File: src/rtl/sar_pkg.sv
// Package for the swap annuity and rate block: formats, codes, controller
// state type and the command/status structs between controller and datapath.
// No dependencies.
`default_nettype none

package sar_pkg;

    localparam int FRAC_BITS   = 24;
    localparam int BOND_FRAC   = 30;
    localparam int WORD_W      = 32;
    localparam int START_W     = 6;
    localparam int END_W       = 7;
    localparam int CFG_DATA_W  = 7;
    localparam int CFG_IDX_W   = 1;
    localparam int SUM_W       = 40;
    localparam int PROD_W      = 65;
    localparam int DEN_W       = 64;
    localparam int TERM_W      = 34;
    localparam int DIV_STEPS   = 32;
    localparam int DIV_CNT_W   = $clog2(DIV_STEPS + 1);
    localparam int MAX_FORWARDS_DEFAULT = 64;

    localparam logic [WORD_W-1:0] BOND_ONE = WORD_W'(1) << BOND_FRAC;
    localparam logic [WORD_W-1:0] RATE_POS_MAX = 32'h7FFF_FFFF;
    localparam logic [WORD_W-1:0] RATE_NEG_MAX = 32'h8000_0000;

    localparam logic [CFG_IDX_W-1:0] CFG_START_INDEX = 1'b0;
    localparam logic [CFG_IDX_W-1:0] CFG_END_INDEX   = 1'b1;

    localparam logic [1:0] STATUS_OK           = 2'd0;
    localparam logic [1:0] STATUS_BAD_RANGE    = 2'd1;
    localparam logic [1:0] STATUS_BAD_DEN      = 2'd2;
    localparam logic [1:0] STATUS_BAD_ANNUITY  = 2'd3;

    typedef enum logic [3:0] {
        ST_IDLE,
        ST_MUL,
        ST_CHECK,
        ST_DSTART,
        ST_DIV,
        ST_TERM,
        ST_SUM,
        ST_POS,
        ST_FIN,
        ST_RSTART,
        ST_RDIV,
        ST_EMIT
    } state_t;

    typedef struct packed {
        logic capture;
        logic mul;
        logic check;
        logic bond_div_start;
        logic term;
        logic sum;
        logic pos;
        logic fin;
        logic rate_div_start;
        logic emit;
    } cmd_t;

    typedef struct packed {
        logic active;
        logic den_bad;
        logic den_err;
        logic div_done;
        logic is_last;
        logic code_ok;
        logic out_free;
    } sts_t;

endpackage

`default_nettype wire

File: src/rtl/sar_ctrl.sv
// Controller state machine: sequences capture, multiply, divide, accumulate
// and result steps of the datapath. Depends on sar_pkg.
`default_nettype none

module sar_ctrl (
    input  wire logic           aclk,
    input  wire logic           aresetn,
    input  wire logic           s_valid,
    output logic                s_ready,
    input  wire sar_pkg::sts_t  sts,
    output sar_pkg::cmd_t       cmd
);

    sar_pkg::state_t state_reg;
    sar_pkg::state_t state_next;

    always_ff @(posedge aclk) begin
        if (!aresetn) begin
            state_reg <= sar_pkg::ST_IDLE;
        end else begin
            state_reg <= state_next;
        end
    end

    always_comb begin
        state_next = state_reg;
        cmd        = '0;
        s_ready    = 1'b0;
        case (state_reg)
            sar_pkg::ST_IDLE: begin
                s_ready = 1'b1;
                if (s_valid) begin
                    cmd.capture = 1'b1;
                    state_next  = sar_pkg::ST_MUL;
                end
            end
            sar_pkg::ST_MUL: begin
                cmd.mul    = 1'b1;
                state_next = sar_pkg::ST_CHECK;
            end
            sar_pkg::ST_CHECK: begin
                cmd.check = 1'b1;
                if (sts.active && !sts.den_bad && !sts.den_err) begin
                    state_next = sar_pkg::ST_DSTART;
                end else begin
                    state_next = sar_pkg::ST_POS;
                end
            end
            sar_pkg::ST_DSTART: begin
                cmd.bond_div_start = 1'b1;
                state_next         = sar_pkg::ST_DIV;
            end
            sar_pkg::ST_DIV: begin
                if (sts.div_done) begin
                    state_next = sar_pkg::ST_TERM;
                end
            end
            sar_pkg::ST_TERM: begin
                cmd.term   = 1'b1;
                state_next = sar_pkg::ST_SUM;
            end
            sar_pkg::ST_SUM: begin
                cmd.sum    = 1'b1;
                state_next = sar_pkg::ST_POS;
            end
            sar_pkg::ST_POS: begin
                cmd.pos    = 1'b1;
                state_next = sts.is_last ? sar_pkg::ST_FIN : sar_pkg::ST_IDLE;
            end
            sar_pkg::ST_FIN: begin
                cmd.fin    = 1'b1;
                state_next = sts.code_ok ? sar_pkg::ST_RSTART : sar_pkg::ST_EMIT;
            end
            sar_pkg::ST_RSTART: begin
                cmd.rate_div_start = 1'b1;
                state_next         = sar_pkg::ST_RDIV;
            end
            sar_pkg::ST_RDIV: begin
                if (sts.div_done) begin
                    state_next = sar_pkg::ST_EMIT;
                end
            end
            sar_pkg::ST_EMIT: begin
                // hold until the result register is free
                if (sts.out_free) begin
                    cmd.emit   = 1'b1;
                    state_next = sar_pkg::ST_IDLE;
                end
            end
            default: begin
                state_next = sar_pkg::ST_IDLE;
            end
        endcase
    end

endmodule

`default_nettype wire

File: config.mk
export PLATFORM = sky130hd
export DESIGN_NAME = sar_ctrl
export DESIGN_NICKNAME = d
export VERILOG_FILES = /design/src/rtl/sar_pkg.sv /design/src/rtl/sar_ctrl.sv
export SDC_FILE = /design/constraint.sdc
export NUM_CORES = 1
export LEC_CHECK = 0
export BUFFER_PORTS_ARGS = -buffer_cell sky130_fd_sc_hd__buf_4
export CORE_AREA = 4 4 41 43
export DETAILED_ROUTE_END_ITERATION = 10
export DIE_AREA = 0 0 45 47
export REMOVE_ABC_BUFFERS = 1
export SLEW_MARGIN = 20
export SYNTH_ARGS = -nofsm -noshare
export SYNTH_HDL_FRONTEND = slang
export SYNTH_SLANG_ARGS = --single-unit
File: constraint.sdc
create_clock -name aclk -period 1.1 [get_ports aclk]
set_input_delay 0.11 -clock aclk [delete_from_list [all_inputs] [get_ports aclk]]
set_output_delay 0.11 -clock aclk [all_outputs]
set_load 0.01 [all_outputs]
==> metrics list, run 1 <==
* Failing checks: setup timing
* Count of unresolved DRC violations after routing: 0
- After the first detailed-routing iteration, the DRC count stood at 1.
* Leak pwr: ~0.36 nW
* Instance count of the mapped netlist: a little under 50
- RR Startpoint: state_reg[0]
* Worst Hold Endpoint: state_reg[0]
* Total of warnings raised by yosys: 0
- Clock sink total: 4
* Worst-case register-to-register setup slack: -220 ps
- The number of antenna diodes in the final layout is 0.
* Fin nets: 96
- Kind of cell with the highest combined delay on the critical path: simple AND/OR/NAND/NOR gates
- Final worst hold slack: between 150 and 200 ps
* Wire per inst: 14.64 µm
- The first global-routing pass estimated approximately 2 mm of wire.
* CORE AREA: 0.001301 mm²
- Measured along the y axis, the die boundary spans ~47 µm.
- The hold violation count in the final report is 0.
- Across all layers, the routed design uses 510 vias.
* Number of CTS-inserted buffers: 3
* Arrival time of the worst setup path: approximately 1200 ps
* Count of buffers inserted at the top-level ports: 20
- Among all cell types in the netlist, the one instantiated most often is sky130_fd_sc_hd__nand2_1.
* Critical path buffer and inverter count: 2
- Along the worst path, the maximum fanout reaches 4.
* Total global routing overflow: 0
* Result of the run: complete, but fails checks
* Maximum number of pins on one net before global-route repair: 11
- Synth Cell Area: around 350 µm²
* Share of synthesized registers carrying an async set or reset: 0%
* Via count of the first global-routing pass: around 480
- CTS Hold Buffers Added: 0
- The tool flagged a number of max-cap violations equal to 0.
- P&R area growth vs syn: 134.7%
- Final weighted congestion of routability-driven global placement: between 0.7 and 0.8
- I/O pin total: 21
- Aggregate global-route resource usage: between 10% and 20%
- Period minus WS final: 1343 ps
* Max Buffers Root-to-Sink: 2
- STA classifies the critical path startpoint as a flop.
- Number of nets with antenna violations after routing: 0
* Type of element capturing the critical path: output port
- Worst R2R Path Depth: 4
- By count the netlist is led by sky130_fd_sc_hd__nand2_1 (6), sky130_fd_sc_hd__dfxtp_1 (4), sky130_fd_sc_hd__nor2_1 (4), sky130_fd_sc_hd__nor3_1 (4), sky130_fd_sc_hd__nor4_1 (4).
- For this run, the leading register cell type out of synthesis is sky130_fd_sc_hd__dfxtp_1.
- Synthesized area per cell: approximately 7.1 µm²
- The startpoint identified for the worst hold timing path is aresetn.
- Yosys attributes the largest share of cell area to sky130_fd_sc_hd__dfxtp_1 (23%), sky130_fd_sc_hd__nor4_1 (7.2%), sky130_fd_sc_hd__nand2_1 (6.5%).
- Dividing the detail-routed via count by the number of cells gives 5.152.
- Post-Route Skew: 4.602 ps
- Class of the most critical setup path: flop to output port
- Dividing total power by cell area gives a power density of slightly above 1000 mW/mm².
- Number of synthesized register bits: 4
- The top cell type by area accounts for 23.10% of the synthesized area.
- Clock Pin Slew Worst Setup and Hold Paths: approximately 40 ps
* Source of the critical timing path: state_reg[2]
- After detailed routing, the total wire length is approximately 1.4 mm.
- The signal on the critical path passes through buf_6 > nor4_4 > and2_1 > buf_6.
- Overall power: 0.0008269 W
- Summed over all instances, the cell type with the most area after synthesis is sky130_fd_sc_hd__dfxtp_1.
* Maximum clock frequency: about 0.74 GHz
- Number of placement rows: 13
* Die footprint: 0.002115 mm²
- Worst IR Drop VDD: roughly 0.00064 V
- Later-pin clock latency in the skew report: 240 ps
- Root buffer cell: sky130_fd_sc_hd__clkbuf_4
- Actual slew at the worst max-slew pin: between 200 and 300 ps
* TritonCTS clock tree: yes
* Number of unique standard cell types used by synthesis: 26
* Max FFs per register: 4
* Number of flops mapped to enable cells by yosys: 0
* Sequential element share of the synthesized area: between 20% and 30%
* End of the worst register-to-register path: state_reg[0]
* First-pass DRT Iterations: 4
* Number of max-slew violations in the final report: 0
- Setup violations remaining at the end of the flow were counted as 15.
- Final worst setup slack: -242.6 ps
- Along the worst hold path, the cell count comes to 2.
- From left edge to right edge, the die measures roughly 45 µm.
- DP HPWL: approximately 830 µm
- Setup repair after global routing missed its margin: true
- Once the floorplan was initialized, standard cells occupied a little over a quarter of the core.
- Post-route clock period utilization: 122.1%
* Critical-path top delay cell: sky130_fd_sc_hd__dfxtp_2
* Delay contributed by the slowest stage of the critical path: 330 ps
- The tightest min-delay check is of the input pin to flop type.
- Data required time at the worst endpoint: 990 ps
- H-tree depth reported by CTS: 1
- Layout cell share with drive strength beyond 1: just over 70%
* Antenna violations before repair: 0
- Rel. slew slack: approximately four fifths
- The most numerous cell type found on the critical path is sky130_fd_sc_hd__buf_6.
## worst register-to-register path, cell delays in order, from the launching register on
cell                      delay, ps
sky130_fd_sc_hd__dfxtp_4        350
sky130_fd_sc_hd__buf_6          130
sky130_fd_sc_hd__buf_6          120
sky130_fd_sc_hd__o32a_1         390
sky130_fd_sc_hd__a32o_1         220
## final cells by class
| type | instances | area [µm²] |
|---|---|---|
| clock buffers | 3 | 22.52 |
| fillers | 119 | 488.0 |
| inverters | 3 | 16.27 |
| multi-input cells | 38 | 350.3 |
| flip-flops and latches | 4 | 92.59 |
| well taps | 15 | 18.77 |
| repair buffers | 36 | 312.8 |
## what timing repair did
item,4_1_cts,5_1_grt
gates resized for setup,29,13
pin swaps,5,7
setup endpoints to repair,15,15
setup buffers,6,0
gates cloned,1,0
## metrics by stage
stage | util, % | TNS, ps | setup WS [ps] | cell area [µm²] | std cells
2_1_floorplan | - | -1026 | -291.9 | 327.8 | 45
5_1_grt | 62.50 | -3282 | -291.5 | 813.3 | 99
6_report | 62.50 | -2467 | -242.6 | 813.3 | 99
3_3_place_gp | 43.37 | -903.9 | -148.0 | 564.3 | 89
3_5_place_dp | 43.37 | -840.1 | -151.6 | 564.3 | 89
4_1_cts | 58.08 | -2429 | -249.1 | 755.7 | 99
## per-layer routing
layer / wire length [µm] / vias up / track usage (%)
met4: 20 / 0 / 7.018
met1: 555 / 239 / 15.19
met3: 62 / 2 / 2.299
met5: 0 / - / 0
met2: 811 / 15 / 23.16
li1: - / 254 / -
## cells by family after synthesis
group	count (synthesis)	share of synthesized area (%)
flip-flops	4	23.11
buffers and inverters	7	8.662
AND/OR/NAND/NOR	28	45.13
multiplexers	2	5.776
AO/OA/AOI/OAI	8	17.33
## how the worst max path moves through the flow
stage | end | cells after the start | slack [ps]
after global placement | cmd[9] | 4 | -150
after detailed placement | state_reg[0] | 4 | -150
after floorplan | state_reg[0] | 4 | -290
after CTS | cmd[9] | 4 | -250
after global routing | state_reg[0] | 4 | -290
final | cmd[9] | 4 | -240
## layout by cell type (no fill, tap or decap), types with 2 or more instances in the layout
cell type,Yosys,routed
sky130_fd_sc_hd__nor4_4,0,2
sky130_fd_sc_hd__and3_1,2,2
sky130_fd_sc_hd__nand2_1,6,5
sky130_fd_sc_hd__buf_4,0,24
sky130_fd_sc_hd__clkbuf_4,0,3
sky130_fd_sc_hd__nor3_4,0,2
sky130_fd_sc_hd__dfxtp_4,0,3
sky130_fd_sc_hd__mux2i_1,2,2
sky130_fd_sc_hd__buf_6,0,10
sky130_fd_sc_hd__nor2_2,0,2
sky130_fd_sc_hd__nor3_2,0,2
sky130_fd_sc_hd__nor2_1,4,2
## report_power, final
part           internal [W]  leakage (nW)  total [W]  switching, W
logic              0.000250         0.309   0.000455      0.000205
clock network      0.000122        0.0138   0.000181     0.0000588
registers          0.000163        0.0353   0.000191     0.0000274
total              0.000536         0.358   0.000827      0.000291
No activity file was read; power rests on OpenSTA's default activity.
==> inputs of run 2 (changes only) <==
CTS_BUF_LIST = sky130_fd_sc_hd__clkbuf_2 sky130_fd_sc_hd__clkbuf_4 sky130_fd_sc_hd__clkbuf_8   (was default)
PLACE_DENSITY_LB_ADDON = 0.12   (was default)
clock period = 1.4 ns   (was 1.1 ns; I/O delays follow)
==> run 2 against run 1 <==
Effect of this change:
- the flow now finishes without violations
- final cell count fell by 8.1%
- first-iteration DRC count is 100% lower
- utilization fell by 13 points
- non-clock buffer count down 8
- register-to-register slack improved by 340 ps
- global-route usage is 0.71 points lower
- hold slack improved by 36 ps
- clock-buffer cell count is the same
- combinational power down 47%
- clock power is 20% lower
- critical path type unchanged
- largest cell class unchanged
==> metrics list, run 2 (synthesized netlist as in run 1, its figures left out) <==
* Via count: 441 (-14%)
- The buffer and inverter count on the worst path was 2 (unchanged).
- The pre-CTS setup slack is 88.60 ps (+240.2 ps).
- The final standard cell area without fillers came to 649.4 µm² (-20%).
* Via count of the first global-routing pass: 479 (+0.42%)
- Sequential cell area in the final layout: 90.09 µm² (-2.7%)
- Setup repair after global routing missed its margin: true
* Footprint of the multi-input gates: 282.8 µm² (-19%)
- Walking the worst path, the cells encountered are buf_6 > nor4_4 > and2_1 > buf_6.
- Final worst hold slack: 192.7 ps (+36.01 ps)
- In the finished design, the share of the clock period the worst path needs comes to a little over nine tenths.
* Worst IR Drop VDD: 0.0002432 V (-62%)
* Power per cell area: 828.8 mW/mm² (-18%)
* Max FFs per register: 4 (unchanged)
- Aggregate global-route resource usage: 12.47% (-0.71 points)
- The aggregate routed wire length came to 1.099 mm (-24%).
- Number of nets with antenna violations after routing: 0 (unchanged)
- The final setup skew came to 1.347 ps (-3.255 ps).
- Max Buffers Root-to-Sink: 2 (unchanged)
- The die width came to 45 µm (unchanged).
- CTS Hold Buffers Added: 0 (unchanged)
- The utilization of the core after routing came to 49.90% (-13 points).
- CORE AREA: 0.001301 mm² (unchanged)
- Final worst setup slack: 67.48 ps (+310.1 ps)
- The register-to-register setup slack is 120 ps (+340 ps).
- The run finished with clean final reports.
* Data required time at the worst endpoint: 1260 ps (+270 ps)
- The cell family contributing the most delay on the critical path is simple AND/OR/NAND/NOR gates.
* Layout cell share with drive strength beyond 1: 57.89% (-15 points)
- Placed Area: 549.3 µm² (-2.7%)
- The routed length per placed instance came to 12.08 µm (-17%).
* Delay contributed by the slowest stage of the critical path: 350 ps (+20 ps)
- The floorplan row count came to 13 (unchanged).
* P&R area growth vs syn: 87.36%
- In this run the clock root is driven by a sky130_fd_sc_hd__clkbuf_4.
- Fin nets: 88 (-8.3%)
- The count of final max-slew check failures is 0 (unchanged).
- The pin count of the biggest net entering global routing is 12 (+1).
- The clock sink count is 4 (unchanged).
- In this run the worst hold path is classified as input pin to flop.
- Worst hold path cell count: 2 (unchanged)
- The global placement routability congestion was 0.7318 (-2.2%).
- Period minus WS final: ~1300 ps
- Final setup vio count: 0 (-15)
- The slowest stage of the critical path is the sky130_fd_sc_hd__dfxtp_4 cell.
- Later-pin clock latency in the skew report: 230 ps (about the same)
- The hold violation count in the final report is 0 (unchanged).
- The cell that appears most often on the critical path is sky130_fd_sc_hd__buf_6.
* Number of CTS-inserted buffers: 3 (unchanged)
- Via density per instance: 4.846 (-5.9%)
* Cell count after placement: 87 (-2.2%)
- The area enclosed by the die boundary came to 0.002115 mm² (unchanged).
- STA classifies the critical path startpoint as a flop.
- The quantity of I/O buffers inserted on ports is 20 (unchanged).
- The remaining global-route overflow came to 0 (unchanged).
* Count of unresolved DRC violations after routing: 0 (unchanged)
- Number of logic stages on the critical path including buffering: 4 (unchanged)
- The clock slew seen by the registers of the worst setup and hold paths came to 40 ps (about the same).
* Actual slew at the worst max-slew pin: 244.0 ps (-31.70 ps)
- The effective utilization at floorplan was 26.63% (unchanged).
- Peak fanout along the critical path: 6 (+2)
- The static leakage is 0.3017 nW (-16%).
* Post-Layout Cell Count: 91 (-8.1%)
* Antenna violations before repair: 0 (unchanged)
* I/O pin total: 21 (unchanged)
- Most common library cell in the layout ignoring fill and taps: sky130_fd_sc_hd__buf_4
- Height of the die: 47 µm (unchanged)
- Maximum clock frequency: between 0.7 and 0.8 GHz
* Fill cell count: 138 (+16%)
- Number of diodes: 0 (unchanged)
- Max-cap violations: 0 (unchanged)
- Class of the most critical setup path: flop to output port
* H-tree depth reported by CTS: 1 (unchanged)
* First-pass GRT wire length: 1.952 mm (-2.1%)
- In the layout the commonest cells are sky130_fd_sc_hd__buf_4 (25), sky130_fd_sc_hd__nand2_1 (5), sky130_fd_sc_hd__nor2_1 (4).
* Arrival time of the worst setup path: 1190 ps (-40 ps)
* Iteration-0 DRC Markers: 0 (-1)
- Rel. slew slack: 83.58% (+2.1 points)
* Type of element capturing the critical path: output port
- DP HPWL: 847.5 µm (+1.9%)
- The number of detailed-route iterations in the first pass came to 1 (-3).
- TritonCTS clock tree: yes
* Worst R2R Path Depth: 4 (unchanged)
-- run 2: cell types whose count changed in the layout (fill, tap and decap cells not counted), moves of 2 or more --
cell / before / now
sky130_fd_sc_hd__buf_6: 10 / 3
sky130_fd_sc_hd__nor2_1: 2 / 4
sky130_fd_sc_hd__nor2_2: 2 / 0
sky130_fd_sc_hd__nor3_4: 2 / 0
sky130_fd_sc_hd__nor3_1: 0 / 2
-- run 2: timing repair --
action                                 in CTS  in global routing
pin swaps                                   0                  2
gates resized for setup                     5                 13
buffers inserted                            0                  1
setup endpoints to repair                   5                 10
endpoints found under the hold margin       0                  0
-- run 2: final timing paths --
check,startpoint,endpoint
hold / removal,aresetn,state_reg[0]
setup reg to reg,state_reg[0],state_reg[0]
setup / recovery,state_reg[3],cmd[9]
hold reg to reg,state_reg[3],state_reg[2]
-- run 2: power by group --
group / switching (W) / internal [W] / total (W) / leakage, nW
logic: 0.000110 / 0.000133 / 0.000242 / 0.253
clock network: 0.0000489 / 0.0000960 / 0.000145 / 0.0138
registers: 0.0000229 / 0.000128 / 0.000151 / 0.0350
total: 0.000181 / 0.000357 / 0.000538 / 0.302
-- run 2: area by class of cell --
cell class	count	share of cell area, %
well taps	15	2.890
clock buffers	3	3.468
flip-flops and latches	4	13.87
multi-input cells	38	43.55
repair buffers	28	34.10
inverters	3	2.119
-- run 2: per-stage QoR --
step / total power (W) / TNS (ps)
global placement: 0.0003559 / 0
CTS: 0.0005302 / -5.932
finish: 0.0005382 / 0
detailed placement: 0.0003565 / 0
global route: 0.0005795 / -2.573
floorplan: 0.0002459 / 0
-- run 2: worst reg2reg max path, delay by kind of cell (launching register included) --
kind            cells  cell delay [ps]
compound gates      3              520
simple gates        1              290
flops               1              360
-- run 2: per-layer routing --
metal,wire length [µm],track usage [%],vias to the layer above
li1,-,-,236
met1,533,16.33,188
met2,493,19.77,15
met3,56,2.682,2
met4,16,5.263,0
met5,0,0,-
